**src/hw/rtl/tpm_rfp_pkg.sv**
```systemverilog
// tpm_rfp_pkg: types and constants for the tpm response frame parser
// used by tpm_response_frame_parser; depends on nothing else
package tpm_rfp_pkg;

    localparam logic [12:0] MAX_FRAME_BYTES = 13'd512;
    localparam logic [12:0] HDR_BYTES       = 13'd10;
    localparam logic [12:0] SIZE_AT         = 13'd6;
    localparam logic [12:0] LEN_FIELD_AT    = 13'd2;
    localparam logic [5:0]  DIGEST_BYTES    = 6'd32;
    localparam logic [31:0] RC_SUCCESS      = 32'h0000_0000;
    localparam logic [31:0] RC_NONE         = 32'hFFFF_FFFF;

    localparam logic [12:0] CAP_RESET       = 13'd512;

    localparam logic OP_DATA = 1'b0;
    localparam logic OP_END  = 1'b1;

    localparam logic KIND_DIGEST  = 1'b0;
    localparam logic KIND_SUMMARY = 1'b1;

    localparam logic CFG_RSP_CAPACITY   = 1'b0;
    localparam logic CFG_PARSE_PCR_READ = 1'b1;

    localparam logic [7:0] LEN_UPD    = 8'd4;
    localparam logic [7:0] LEN_SELCNT = 8'd4;
    localparam logic [7:0] LEN_HASH   = 8'd2;
    localparam logic [7:0] LEN_SELSZ  = 8'd1;
    localparam logic [7:0] LEN_DIGCNT = 8'd4;
    localparam logic [7:0] LEN_DSZ    = 8'd2;
    localparam logic [7:0] LEN_NONE   = 8'd0;

    typedef enum logic [10:0] {
        PH_HDR     = 11'b000_0000_0001,
        PH_UPD     = 11'b000_0000_0010,
        PH_SELCNT  = 11'b000_0000_0100,
        PH_SELHASH = 11'b000_0000_1000,
        PH_SELSZ   = 11'b000_0001_0000,
        PH_SELMAP  = 11'b000_0010_0000,
        PH_DIGCNT  = 11'b000_0100_0000,
        PH_DSZ     = 11'b000_1000_0000,
        PH_DIGEST  = 11'b001_0000_0000,
        PH_TAIL    = 11'b010_0000_0000,
        PH_DISCARD = 11'b100_0000_0000
    } phase_t;

    typedef enum logic [2:0] {
        ST_OK        = 3'd0,
        ST_OVERFLOW  = 3'd1,
        ST_BADSIZE   = 3'd2,
        ST_SHORT     = 3'd3,
        ST_TPMERR    = 3'd4,
        ST_MALFORMED = 3'd5
    } status_t;

    typedef struct packed {
        logic        kind;
        logic [7:0]  digest_byte;
        logic [4:0]  digest_index;
        logic [12:0] frame_length;
        logic [31:0] return_code;
        status_t     status;
        logic        last;
    } result_t;

    function automatic result_t make_summary(logic [12:0] len, logic [31:0] rc,
                                             status_t st);
        result_t r;
        r.kind         = KIND_SUMMARY;
        r.digest_byte  = 8'd0;
        r.digest_index = 5'd0;
        r.frame_length = len;
        r.return_code  = (len < HDR_BYTES) ? RC_NONE : rc;
        r.status       = st;
        r.last         = 1'b1;
        return r;
    endfunction

    function automatic result_t make_digest(logic [7:0] b, logic [4:0] idx);
        result_t r;
        r.kind         = KIND_DIGEST;
        r.digest_byte  = b;
        r.digest_index = idx;
        r.frame_length = 13'd0;
        r.return_code  = RC_SUCCESS;
        r.status       = ST_OK;
        r.last         = 1'b1;
        return r;
    endfunction

endpackage

```
**src/hw/rtl/tpm_response_frame_parser.sv**
```systemverilog
// tpm_response_frame_parser: walks tpm 2.0 response bytes, streams the pcr digest
// and emits one summary word per frame; depends on tpm_rfp_pkg
//
//  channel   | direction | signals                                  | word
//  s_axis    | in        | s_axis_tvalid/tready/tdata/tuser         | response byte or end event
//  m_axis    | out       | m_axis_tvalid/tready/tdata/tuser/tlast   | digest byte or summary
//  cfg       | in        | cfg_valid/ready/index/data               | register write
//
// one input word per cycle while two queue slots are free; header, body walk and summary
// are decided in the same cycle the word is taken and land in a 4-entry result queue
// a word that gives a digest byte and the summary together fills two queue slots,
// so the input takes a new word only while two slots are free
// output stalls hold words in the queue; the input stops while fewer than two slots are free
// reset clears the queue and the parser state, capacity 512, pcr mode on
// cfg is always ready and takes effect for the next word
module tpm_response_frame_parser
    import tpm_rfp_pkg::*;
(
    input  logic        clk,
    input  logic        rst_n,
    input  logic        s_axis_tvalid,
    output logic        s_axis_tready,
    input  logic [7:0]  s_axis_tdata,   // [7:0] data_byte
    input  logic        s_axis_tuser,   // [0] opcode
    output logic        m_axis_tvalid,
    input  logic        m_axis_tready,
    // [7:0] digest_byte, [12:8] digest_index, [25:13] frame_length,
    // [57:26] return_code, [60:58] status, [63:61] zero
    output logic [63:0] m_axis_tdata,
    output logic        m_axis_tuser,   // [0] kind
    output logic        m_axis_tlast,
    input  logic        cfg_valid,
    output logic        cfg_ready,
    input  logic        cfg_index,
    input  logic [12:0] cfg_data
);

    localparam int          QDEPTH = 4;
    localparam logic [2:0]  QROOM  = 3'(QDEPTH - 2);
    localparam logic [2:0]  QFULL  = 3'(QDEPTH);

    logic [12:0] rsp_capacity_reg;
    logic        parse_pcr_read_reg;

    phase_t      phase_reg, phase_next;
    logic [12:0] byte_count_reg, byte_count_next;
    logic [12:0] frame_size_reg, frame_size_next;
    logic [31:0] acc_reg, acc_next;
    logic [31:0] rc_reg, rc_next;
    logic [31:0] sel_reg, sel_next;
    logic [7:0]  skip_reg, skip_next;
    logic [5:0]  dpos_reg, dpos_next;
    logic        body_bad_reg, body_bad_next;

    result_t     q_mem_reg [QDEPTH];
    logic [1:0]  wr_ptr_reg, wr_ptr_next;
    logic [1:0]  rd_ptr_reg, rd_ptr_next;
    logic [2:0]  count_reg, count_next;

    logic        in_fire, out_fire;
    logic [12:0] cap;
    logic [31:0] acc_sh;
    logic [12:0] bc_inc;
    logic [7:0]  skip_dec;
    logic [31:0] sel_dec;
    logic [5:0]  dpos_inc;
    logic        dig_emit, sum_emit, clear;
    status_t     sum_st;
    result_t     dig_res, sum_res, push_a, push_b;
    logic [1:0]  n_push;

    assign cfg_ready     = 1'b1;
    assign in_fire       = s_axis_tvalid && s_axis_tready;
    assign out_fire      = m_axis_tvalid && m_axis_tready;
    assign s_axis_tready = (count_reg <= QROOM);

    assign cap      = (rsp_capacity_reg < MAX_FRAME_BYTES) ? rsp_capacity_reg
                                                           : MAX_FRAME_BYTES;
    assign acc_sh   = {acc_reg[23:0], s_axis_tdata};
    assign bc_inc   = byte_count_reg + 13'd1;
    assign skip_dec = skip_reg - 8'd1;
    assign sel_dec  = sel_reg - 32'd1;
    assign dpos_inc = dpos_reg + 6'd1;

    always_ff @(posedge clk or negedge rst_n)
    begin
        if (!rst_n)
        begin
            rsp_capacity_reg   <= CAP_RESET;
            parse_pcr_read_reg <= 1'b1;
        end
        else if (cfg_valid && cfg_ready)
        begin
            unique case (cfg_index)
                CFG_RSP_CAPACITY:   rsp_capacity_reg   <= cfg_data;
                CFG_PARSE_PCR_READ: parse_pcr_read_reg <= cfg_data[0];
                default:            rsp_capacity_reg   <= rsp_capacity_reg;
            endcase
        end
    end

    always_comb
    begin
        phase_next      = phase_reg;
        byte_count_next = byte_count_reg;
        frame_size_next = frame_size_reg;
        acc_next        = acc_reg;
        rc_next         = rc_reg;
        sel_next        = sel_reg;
        skip_next       = skip_reg;
        dpos_next       = dpos_reg;
        body_bad_next   = body_bad_reg;
        dig_emit        = 1'b0;
        sum_emit        = 1'b0;
        clear           = 1'b0;
        sum_st          = ST_OK;

        if (in_fire)
        begin
            if (s_axis_tuser == OP_END)
            begin
                if (phase_reg != PH_DISCARD)
                begin
                    sum_emit = 1'b1;
                    sum_st   = ST_SHORT;
                end
                clear = 1'b1;
            end
            else if (phase_reg != PH_DISCARD)
            begin
                if (byte_count_reg >= cap)
                begin
                    sum_emit   = 1'b1;
                    sum_st     = ST_OVERFLOW;
                    phase_next = PH_DISCARD;
                end
                else
                begin
                    byte_count_next = bc_inc;
                    unique case (phase_reg)
                        PH_HDR:
                        begin
                            if (byte_count_reg >= LEN_FIELD_AT && byte_count_reg < SIZE_AT)
                                acc_next = acc_sh;
                            else if (byte_count_reg >= SIZE_AT)
                                rc_next = {rc_reg[23:0], s_axis_tdata};
                            if (bc_inc == SIZE_AT)
                            begin
                                if (acc_next < {19'd0, HDR_BYTES} || acc_next > {19'd0, cap})
                                begin
                                    sum_emit   = 1'b1;
                                    sum_st     = ST_BADSIZE;
                                    phase_next = PH_DISCARD;
                                end
                                else
                                    frame_size_next = acc_next[12:0];
                            end
                            if (bc_inc == HDR_BYTES)
                            begin
                                phase_next = PH_UPD;
                                skip_next  = LEN_UPD;
                                acc_next   = 32'd0;
                            end
                        end
                        PH_UPD:
                        begin
                            skip_next = skip_dec;
                            if (skip_dec == 8'd0)
                            begin
                                phase_next = PH_SELCNT;
                                skip_next  = LEN_SELCNT;
                                acc_next   = 32'd0;
                            end
                        end
                        PH_SELCNT:
                        begin
                            acc_next  = acc_sh;
                            skip_next = skip_dec;
                            if (skip_dec == 8'd0)
                            begin
                                sel_next   = acc_sh;
                                acc_next   = 32'd0;
                                phase_next = (acc_sh == 32'd0) ? PH_DIGCNT : PH_SELHASH;
                                skip_next  = (acc_sh == 32'd0) ? LEN_DIGCNT : LEN_HASH;
                            end
                        end
                        PH_SELHASH:
                        begin
                            skip_next = skip_dec;
                            if (skip_dec == 8'd0)
                            begin
                                phase_next = PH_SELSZ;
                                skip_next  = LEN_SELSZ;
                                acc_next   = 32'd0;
                            end
                        end
                        PH_SELSZ:
                        begin
                            acc_next = 32'd0;
                            if (s_axis_tdata == 8'd0)
                            begin
                                sel_next   = sel_dec;
                                phase_next = (sel_dec == 32'd0) ? PH_DIGCNT : PH_SELHASH;
                                skip_next  = (sel_dec == 32'd0) ? LEN_DIGCNT : LEN_HASH;
                            end
                            else
                            begin
                                phase_next = PH_SELMAP;
                                skip_next  = s_axis_tdata;
                            end
                        end
                        PH_SELMAP:
                        begin
                            skip_next = skip_dec;
                            if (skip_dec == 8'd0)
                            begin
                                sel_next   = sel_dec;
                                acc_next   = 32'd0;
                                phase_next = (sel_dec == 32'd0) ? PH_DIGCNT : PH_SELHASH;
                                skip_next  = (sel_dec == 32'd0) ? LEN_DIGCNT : LEN_HASH;
                            end
                        end
                        PH_DIGCNT:
                        begin
                            acc_next  = acc_sh;
                            skip_next = skip_dec;
                            if (skip_dec == 8'd0)
                            begin
                                acc_next = 32'd0;
                                if (acc_sh == 32'd0)
                                begin
                                    body_bad_next = 1'b1;
                                    phase_next    = PH_TAIL;
                                    skip_next     = LEN_NONE;
                                end
                                else
                                begin
                                    phase_next = PH_DSZ;
                                    skip_next  = LEN_DSZ;
                                end
                            end
                        end
                        PH_DSZ:
                        begin
                            acc_next  = acc_sh;
                            skip_next = skip_dec;
                            if (skip_dec == 8'd0)
                            begin
                                acc_next  = 32'd0;
                                skip_next = LEN_NONE;
                                if (acc_sh != {26'd0, DIGEST_BYTES})
                                begin
                                    body_bad_next = 1'b1;
                                    phase_next    = PH_TAIL;
                                end
                                else
                                begin
                                    phase_next = PH_DIGEST;
                                    dpos_next  = 6'd0;
                                end
                            end
                        end
                        PH_DIGEST:
                        begin
                            dig_emit  = parse_pcr_read_reg && (rc_reg == RC_SUCCESS);
                            dpos_next = dpos_inc;
                            if (dpos_inc >= DIGEST_BYTES)
                            begin
                                phase_next = PH_TAIL;
                                skip_next  = LEN_NONE;
                                acc_next   = 32'd0;
                            end
                        end
                        default:
                        begin
                            phase_next = phase_reg;
                        end
                    endcase

                    // frame complete
                    if (!sum_emit && bc_inc >= SIZE_AT && bc_inc == frame_size_next)
                    begin
                        sum_emit = 1'b1;
                        clear    = 1'b1;
                        if (rc_next != RC_SUCCESS)
                            sum_st = ST_TPMERR;
                        else if (parse_pcr_read_reg &&
                                 !(phase_next == PH_TAIL && !body_bad_next))
                            sum_st = ST_MALFORMED;
                        else
                            sum_st = ST_OK;
                    end
                end
            end
        end

        dig_res = make_digest(s_axis_tdata, dpos_reg[4:0]);
        sum_res = make_summary(byte_count_next, rc_next, sum_st);

        if (clear)
        begin
            phase_next      = PH_HDR;
            byte_count_next = 13'd0;
            frame_size_next = HDR_BYTES;
            acc_next        = 32'd0;
            rc_next         = RC_SUCCESS;
            sel_next        = 32'd0;
            skip_next       = LEN_NONE;
            dpos_next       = 6'd0;
            body_bad_next   = 1'b0;
        end
    end

    // queue push, digest ahead of summary
    always_comb
    begin
        push_a = dig_emit ? dig_res : sum_res;
        push_b = sum_res;
        if (dig_emit && sum_emit)
            push_a.last = 1'b0;
        n_push = {1'b0, dig_emit} + {1'b0, sum_emit};
    end

    assign wr_ptr_next = wr_ptr_reg + n_push;
    assign rd_ptr_next = out_fire ? rd_ptr_reg + 2'd1 : rd_ptr_reg;
    assign count_next  = count_reg + {1'b0, n_push} - {2'd0, out_fire};

    always_ff @(posedge clk)
    begin
        if (n_push != 2'd0)
            q_mem_reg[wr_ptr_reg] <= push_a;
        if (n_push == 2'd2)
            q_mem_reg[wr_ptr_reg + 2'd1] <= push_b;
    end

    always_ff @(posedge clk or negedge rst_n)
    begin
        if (!rst_n)
        begin
            phase_reg      <= PH_HDR;
            byte_count_reg <= 13'd0;
            frame_size_reg <= HDR_BYTES;
            acc_reg        <= 32'd0;
            rc_reg         <= RC_SUCCESS;
            sel_reg        <= 32'd0;
            skip_reg       <= LEN_NONE;
            dpos_reg       <= 6'd0;
            body_bad_reg   <= 1'b0;
            wr_ptr_reg     <= 2'd0;
            rd_ptr_reg     <= 2'd0;
            count_reg      <= 3'd0;
        end
        else
        begin
            phase_reg      <= phase_next;
            byte_count_reg <= byte_count_next;
            frame_size_reg <= frame_size_next;
            acc_reg        <= acc_next;
            rc_reg         <= rc_next;
            sel_reg        <= sel_next;
            skip_reg       <= skip_next;
            dpos_reg       <= dpos_next;
            body_bad_reg   <= body_bad_next;
            wr_ptr_reg     <= wr_ptr_next;
            rd_ptr_reg     <= rd_ptr_next;
            count_reg      <= count_next;
        end
    end

    assign m_axis_tvalid = (count_reg != 3'd0);
    assign m_axis_tuser  = q_mem_reg[rd_ptr_reg].kind;
    assign m_axis_tlast  = q_mem_reg[rd_ptr_reg].last;
    assign m_axis_tdata  = {3'd0,
                            q_mem_reg[rd_ptr_reg].status,
                            q_mem_reg[rd_ptr_reg].return_code,
                            q_mem_reg[rd_ptr_reg].frame_length,
                            q_mem_reg[rd_ptr_reg].digest_index,
                            q_mem_reg[rd_ptr_reg].digest_byte};

`ifndef ASSERT_OFF
    a_queue_bound: assert property (@(posedge clk) disable iff (!rst_n)
        count_reg <= QFULL)
        else $error("result queue over depth");

    a_ready_room: assert property (@(posedge clk) disable iff (!rst_n)
        s_axis_tready |-> count_reg <= QROOM)
        else $error("input ready without room for two words");

    a_summary_last: assert property (@(posedge clk) disable iff (!rst_n)
        m_axis_tvalid && m_axis_tuser == KIND_SUMMARY |-> m_axis_tlast)
        else $error("summary word without tlast");

    a_digest_pos: assert property (@(posedge clk) disable iff (!rst_n)
        dpos_reg <= DIGEST_BYTES)
        else $error("digest position past digest end");

    a_end_restarts: assert property (@(posedge clk) disable iff (!rst_n)
        in_fire && s_axis_tuser == OP_END |=> byte_count_reg == 13'd0 && phase_reg == PH_HDR)
        else $error("end of data did not restart the frame");
`endif

endmodule
```
**config.mk**
```make
export PLATFORM = sky130hd
export DESIGN_NAME = tpm_response_frame_parser
export DESIGN_NICKNAME = d
export VERILOG_FILES = /design/src/hw/rtl/tpm_rfp_pkg.sv /design/src/hw/rtl/tpm_response_frame_parser.sv
export SDC_FILE = /design/constraint.sdc
export NUM_CORES = 1
export LEC_CHECK = 0
export BUFFER_PORTS_ARGS = -buffer_cell sky130_fd_sc_hd__buf_2
export CAP_MARGIN = 25
export CELL_PAD_IN_SITES_DETAIL_PLACEMENT = 1
export CELL_PAD_IN_SITES_GLOBAL_PLACEMENT = 1
export CORE_ASPECT_RATIO = 1.25
export CORE_MARGIN = 8
export CORE_UTILIZATION = 54
export CTS_CLUSTER_SIZE = 12
export DETAILED_ROUTE_END_ITERATION = 10
export GPL_TIMING_DRIVEN = 0
export PLACE_DENSITY = 0.91
export SYNTH_ARGS = -nofsm -noshare
export SYNTH_HDL_FRONTEND = slang
export SYNTH_SLANG_ARGS = --single-unit
```
**constraint.sdc**
```tcl
create_clock -name clk -period 12.95 [get_ports clk]
set_clock_uncertainty 0.05 [all_clocks]
set_input_delay 0 -clock clk [delete_from_list [all_inputs] [get_ports clk]]
set_output_delay 0 -clock clk [all_outputs]
set_load 0.1 [all_outputs]
```
# --- Word-level counts from Yosys, hierarchy flattened ---
# Memory sizes are Yosys's and may differ from the RTL's.
# Index checks and enable logic that the tools add are counted.
totals:
  regBits: 169
  ramBits: 252
  in_bits: 28
  out_inout_bits: 69
  n_memories: 1
op_classes:
  n_addsub: 10
  n_lt_le_gt_ge: 11
  eq_ne: 26
  mux: 161
  bitwise: 1
  reduce_logical: 37
mem_list:
  columns: ["memory", "words", "word_bits", "read_ports", "rd_ports_with_merged_regs", "wr", "line_no", "text"]
  rows:
  - ["q_mem_reg", 4, 63, 1, 0, 2, "tpm_response_frame_parser.sv:55", "result_t q_mem_reg [QDEPTH];"]
op_table:
  columns: ["operator", "count"]
  rows:
  - ["$mux W32", 36]
  - ["$mux W13", 18]
  - ["$mux W11", 19]
  - ["$pmux W32 S5", 1]
  - ["$mux W8", 14]
  - ["$pmux W11 S9", 1]
  - ["$logic_not A32 Y1", 3]
  - ["$pmux W32 S3", 1]
  - ["$pmux W8 S9", 1]
  - ["$mux W63", 1]
  - ["$mux W6", 7]
  - ["$mux W1", 41]
  - ["$gt A32 B13 Y1", 1]
  - ["$lt A32 B4 Y1 const B", 1]
  - ["$ne A32 B6 Y1 const B", 1]
  - ["$reduce_bool A32 Y1", 1]
  - ["$sub A32 B1 Y32 const B", 1]
  - ["$mux W3", 9]
  - ["$ge A13 B3 Y1 const B", 2]
  - ["$mux W7", 3]
  - ["$ne A3 B3 Y1 const B", 7]
  - ["$reduce_and A7 Y1", 3]
  - ["$mux W10", 2]
  - ["$logic_not A8 Y1", 2]
  - ["other kinds (50)", 70]

# --- Depth between registers and ports, before layout ---
depth:
  word_depth: 31
  depth_mapped: 29
  depth_no_buf: 27

# --- Least setup slack after synthesis ---
# Ideal clock, no wire load.
synth_timing:
  kind: "reg2reg"
  startpoint: "register byte_count_reg[8]"
  endpoint: "memory q_mem_reg[2][10] (netlist name), enable pin"
  setup_ns: 0.402
  arrival_ns: 7.126
  t_required_ns: 12.498
  path_slack_ns: 5.371
  path_stages_with_launch: 26
  period_less_slack_ns: 7.579
  path_cell_list: "dfrtp_1 > buf_2 > nor4_1 > o2111ai_1 > nor2_1 > clkbuf_1 > mux2i_1 > inv_1 > ha_1 > and2_1 > a221o_1 > a2111oi_0 > a21oi_1 > or4_4 > buf_4 > o311ai_1 > o2111ai_1 > or4_4 > a31o_2 > inv_1 > ha_1 > clkbuf_1 > and3_1 > a21oi_1 > clkbuf_1 > inv_1"
synth_rtl:
  columns: ["item", "line_no", "text"]
  rows:
  - ["from (decl)", "tpm_response_frame_parser.sv:46", "logic [12:0] byte_count_reg, byte_count_next;"]
  - ["from (signal assigned)", "tpm_response_frame_parser.sv:356", "byte_count_reg <= byte_count_next;"]
  - ["to (decl)", "tpm_response_frame_parser.sv:55", null]

==> results.cfg <==
[placement]
place.gp.congestion = 0.9467
place_ws_ns = 3.892
io_buffers = 91
dpl.hpwl_um = 54130
place_area_mm2 = 0.02264

[layout]
areaGrowthSynthToFinish_pct = 14.11
final_area_mm2 = 0.02443
largest_register_ffs = 252
seq_area_mm2 = 0.01120
post-route-util = 0.6244
nets = 2249
drive_gt1_frac = 0.1343
fillers = 4142
multi_input_area_mm2 = 0.009338

[route]
drc = 0
dr.pass1.iters = 5
wirelength_um = 81350
drtAntennaViolNets = 0
vias = 18700
drt_iter0_drc = 1688
wl_per_cell_um = 29.93
viasPerCell = 6.880

[critical_path]
crit_family = buffers and inverters
critPathSlowestCell = mux2i_1
start_kind = flip-flop
crit_required_ns = 13.17
path_class = flip-flop to flip-flop
critPathMaxFanout = 25
cp_num_buf_inv = 9
cp-end-kind = flip-flop
cp_data_arrival_time_ns = 9.92
cp_common_cell = clkbuf_1
cp_slowest_stage_delay_ns = 0.64

[clock_tree]
h-tree-depth = 2
clk-insertion-delay-late_ns = 0.60
clkSlewWorstSetupHoldPaths_ns = 0.08
clk_path_buf_depth = 3
cts_tree = yes
root_buffer = clkbuf_16
post_cts_buffers = 0
clkSinkCount = 421
postCtsResizedCells = 0
cts_made_buffers = 45

[synthesis]
synth_area_mm2 = 0.02141
yosysSeqAreaShare = 0.5233
synth.mux.area_fraction = 0.09819
synth_xor_area_frac = 0.01882
yosys.area_share.simple = 0.1405
ys.flop_type = edfxtp_1
netlist-cell-type-count = 81
synth_compound_area_frac = 0.1539
yosys_warnings = 0
synth-edff-count = 192
ys_seq_elements = 421
synth_top_family_by_area = compound AO/OA/AOI/OAI gates
synthCells = 2004
synthArstFlopShare = 0.4014
synthAdderAreaFrac = 0.02315
syn_avg_cell_area_um2 = 10.68

[pwr]
finalPower_uw = 5047
ir_drop_mv = 0.2082
p_per_area_mw_per_mm2 = 206.6
p_leak_uw = 0.009745

[sta]
tns_ns = 0
fmax_ghz = 0.1031
relSlewSlack = 0.2741
setup_viol = 0
rsz0062_at_grt = false
fin_crit_sh = 0.7489
postLayoutSetupSlackWorst_ns = 3.252
worstMarginPinSlew_ns = 1.089
min_period_ns = 9.698
finalMaxSlewViolations = 0
hold_viol_final = 0

[global_route]
use_met3 = 0.05999
grt_pass1_wl_um = 122200
grt_busiest_layer = met2
antenna_found_initial = 2
grt_use_met1 = 0.3669
grt.total_usage = 0.3418
overflow = 0
globalRouteMet2Util = 0.6023
grt_pass1_vias = 20440
grt_max_degree = 100

[floorplan]
die-height_um = 238.6
std_cell_rows = 81
dieArea_mm2 = 0.04631
core_mm2 = 0.03912
start_util = 0.5472
pin_count = 97
die_w_um = 194.1

[run_status]
status = finished, final reports clean

[run]
cap_violations = 0

[min_path]
hp-class = input port to flip-flop
[cell families (layout without fill, tap and decap cells)]
logic type               after synthesis  count (layout)
multiplexers                         129             129
AO/OA/AOI/OAI                        517             517
adder cells (fa/ha/maj)               39              39
other                                  2               9
flip-flops                           421             421
buffers and inverters                204             413
AND/OR/NAND/NOR                      646             646
XOR/XNOR                              46              46
[cells in the mapped netlist, types with 41 or more instances]
| cell type | n | area share |
|---|---|---|
| nor2_1 | 279 | 0.049 |
| a21oi_1 | 214 | 0.050 |
| edfxtp_1 | 192 | 0.27 |
| dfrtp_1 | 164 | 0.19 |
| nand2_1 | 130 | 0.023 |
| clkbuf_1 | 126 | 0.022 |
| o21ai_0 | 74 | 0.017 |
| mux4_2 | 63 | 0.066 |
| dfxtp_1 | 60 | 0.056 |
| a22o_1 | 53 | 0.022 |
| a22oi_1 | 49 | 0.017 |
| mux2i_1 | 48 | 0.022 |
| inv_1 | 47 | 0.0082 |
| nor3_1 | 41 | 0.0096 |
[placed cells by master, fill, tap and decap left out, types with 38 or more instances in the layout]
| master | instances |
|---|---|
| a21oi_1 | 214 |
| a22o_1 | 53 |
| a22oi_1 | 49 |
| buf_2 | 95 |
| clkbuf_1 | 146 |
| clkbuf_16 | 46 |
| dfrtp_1 | 164 |
| dfxtp_1 | 60 |
| edfxtp_1 | 192 |
| ha_1 | 38 |
| inv_1 | 43 |
| mux2i_1 | 48 |
| mux4_2 | 63 |
| nand2_1 | 130 |
| nor2_1 | 279 |
| nor3_1 | 41 |
| o21ai_0 | 74 |
[tightest hold or removal path: cells and delay by family]
kind | cells | cell delay, ns
AO/OA/AOI/OAI | 1 | 0.27
AND/OR/NAND/NOR | 1 | 0.19
buffers and inverters | 1 | 0.15
[through the flow]
step	instances	hold slack, ns
finish	2718	0.09149
global route	2718	0.09944
CTS	2713	0.05371
detailed placement	2605	-0.04802
global placement	2599	0.1830
floorplan	2010	-0.3456
[layer usage]
metal,vias up,share of wire
met4,2,0.083
li1,7796,-
met2,1168,0.50
met5,-,0.00015
met3,410,0.070
met1,9325,0.35
[repair_timing]
action / 4_1_cts / 5_1_grt
hold buffers: 24 / 0
endpoints found under the hold margin: 185 / 0
setup endpoints to repair: 0 / 0
[power breakdown]
part | leakage (uW) | total (uW) | switching [uW] | internal, uW
logic | 0.00451 | 2080 | 1540 | 541
registers | 0.00451 | 1620 | 109 | 1520
clock network | 0.000723 | 1340 | 589 | 749
[path summary, 6_finish.rpt]
path                                          startpoint                             end  slack (ns)  cells past startpoint
max                         byte_count_reg[10]$_DFF_PN0_      q_mem_reg[0][48]$_DFFE_PP_        3.25                     25
min                                         s_axis_tuser       q_mem_reg[2][2]$_DFFE_PP_        0.09                      3
max reg2reg                 byte_count_reg[10]$_DFF_PN0_      q_mem_reg[0][48]$_DFFE_PP_        3.25                     25
min reg2reg                q_mem_reg[2][62]$_SDFFE_PP1N_   q_mem_reg[2][62]$_SDFFE_PP1N_        0.41                      2
max in group asynchronous                          rst_n         dpos_reg[5]$_DFFE_PN0P_       11.80                      4
min in group asynchronous                          rst_n  parse_pcr_read_reg$_DFFE_PN1P_        0.48                      3
[layout make-up]
cell class	instances	area share
antenna	1	0.0001024
buffer	157	0.02945
clock buffer	73	0.05414
clock inverter	11	0.006812
inverter	47	0.007222
multi-input combinational	1385	0.3823
sequential	421	0.4586
tap	498	0.02551
timing repair buffer	125	0.03591
Power figures use the tool's default switching activity.
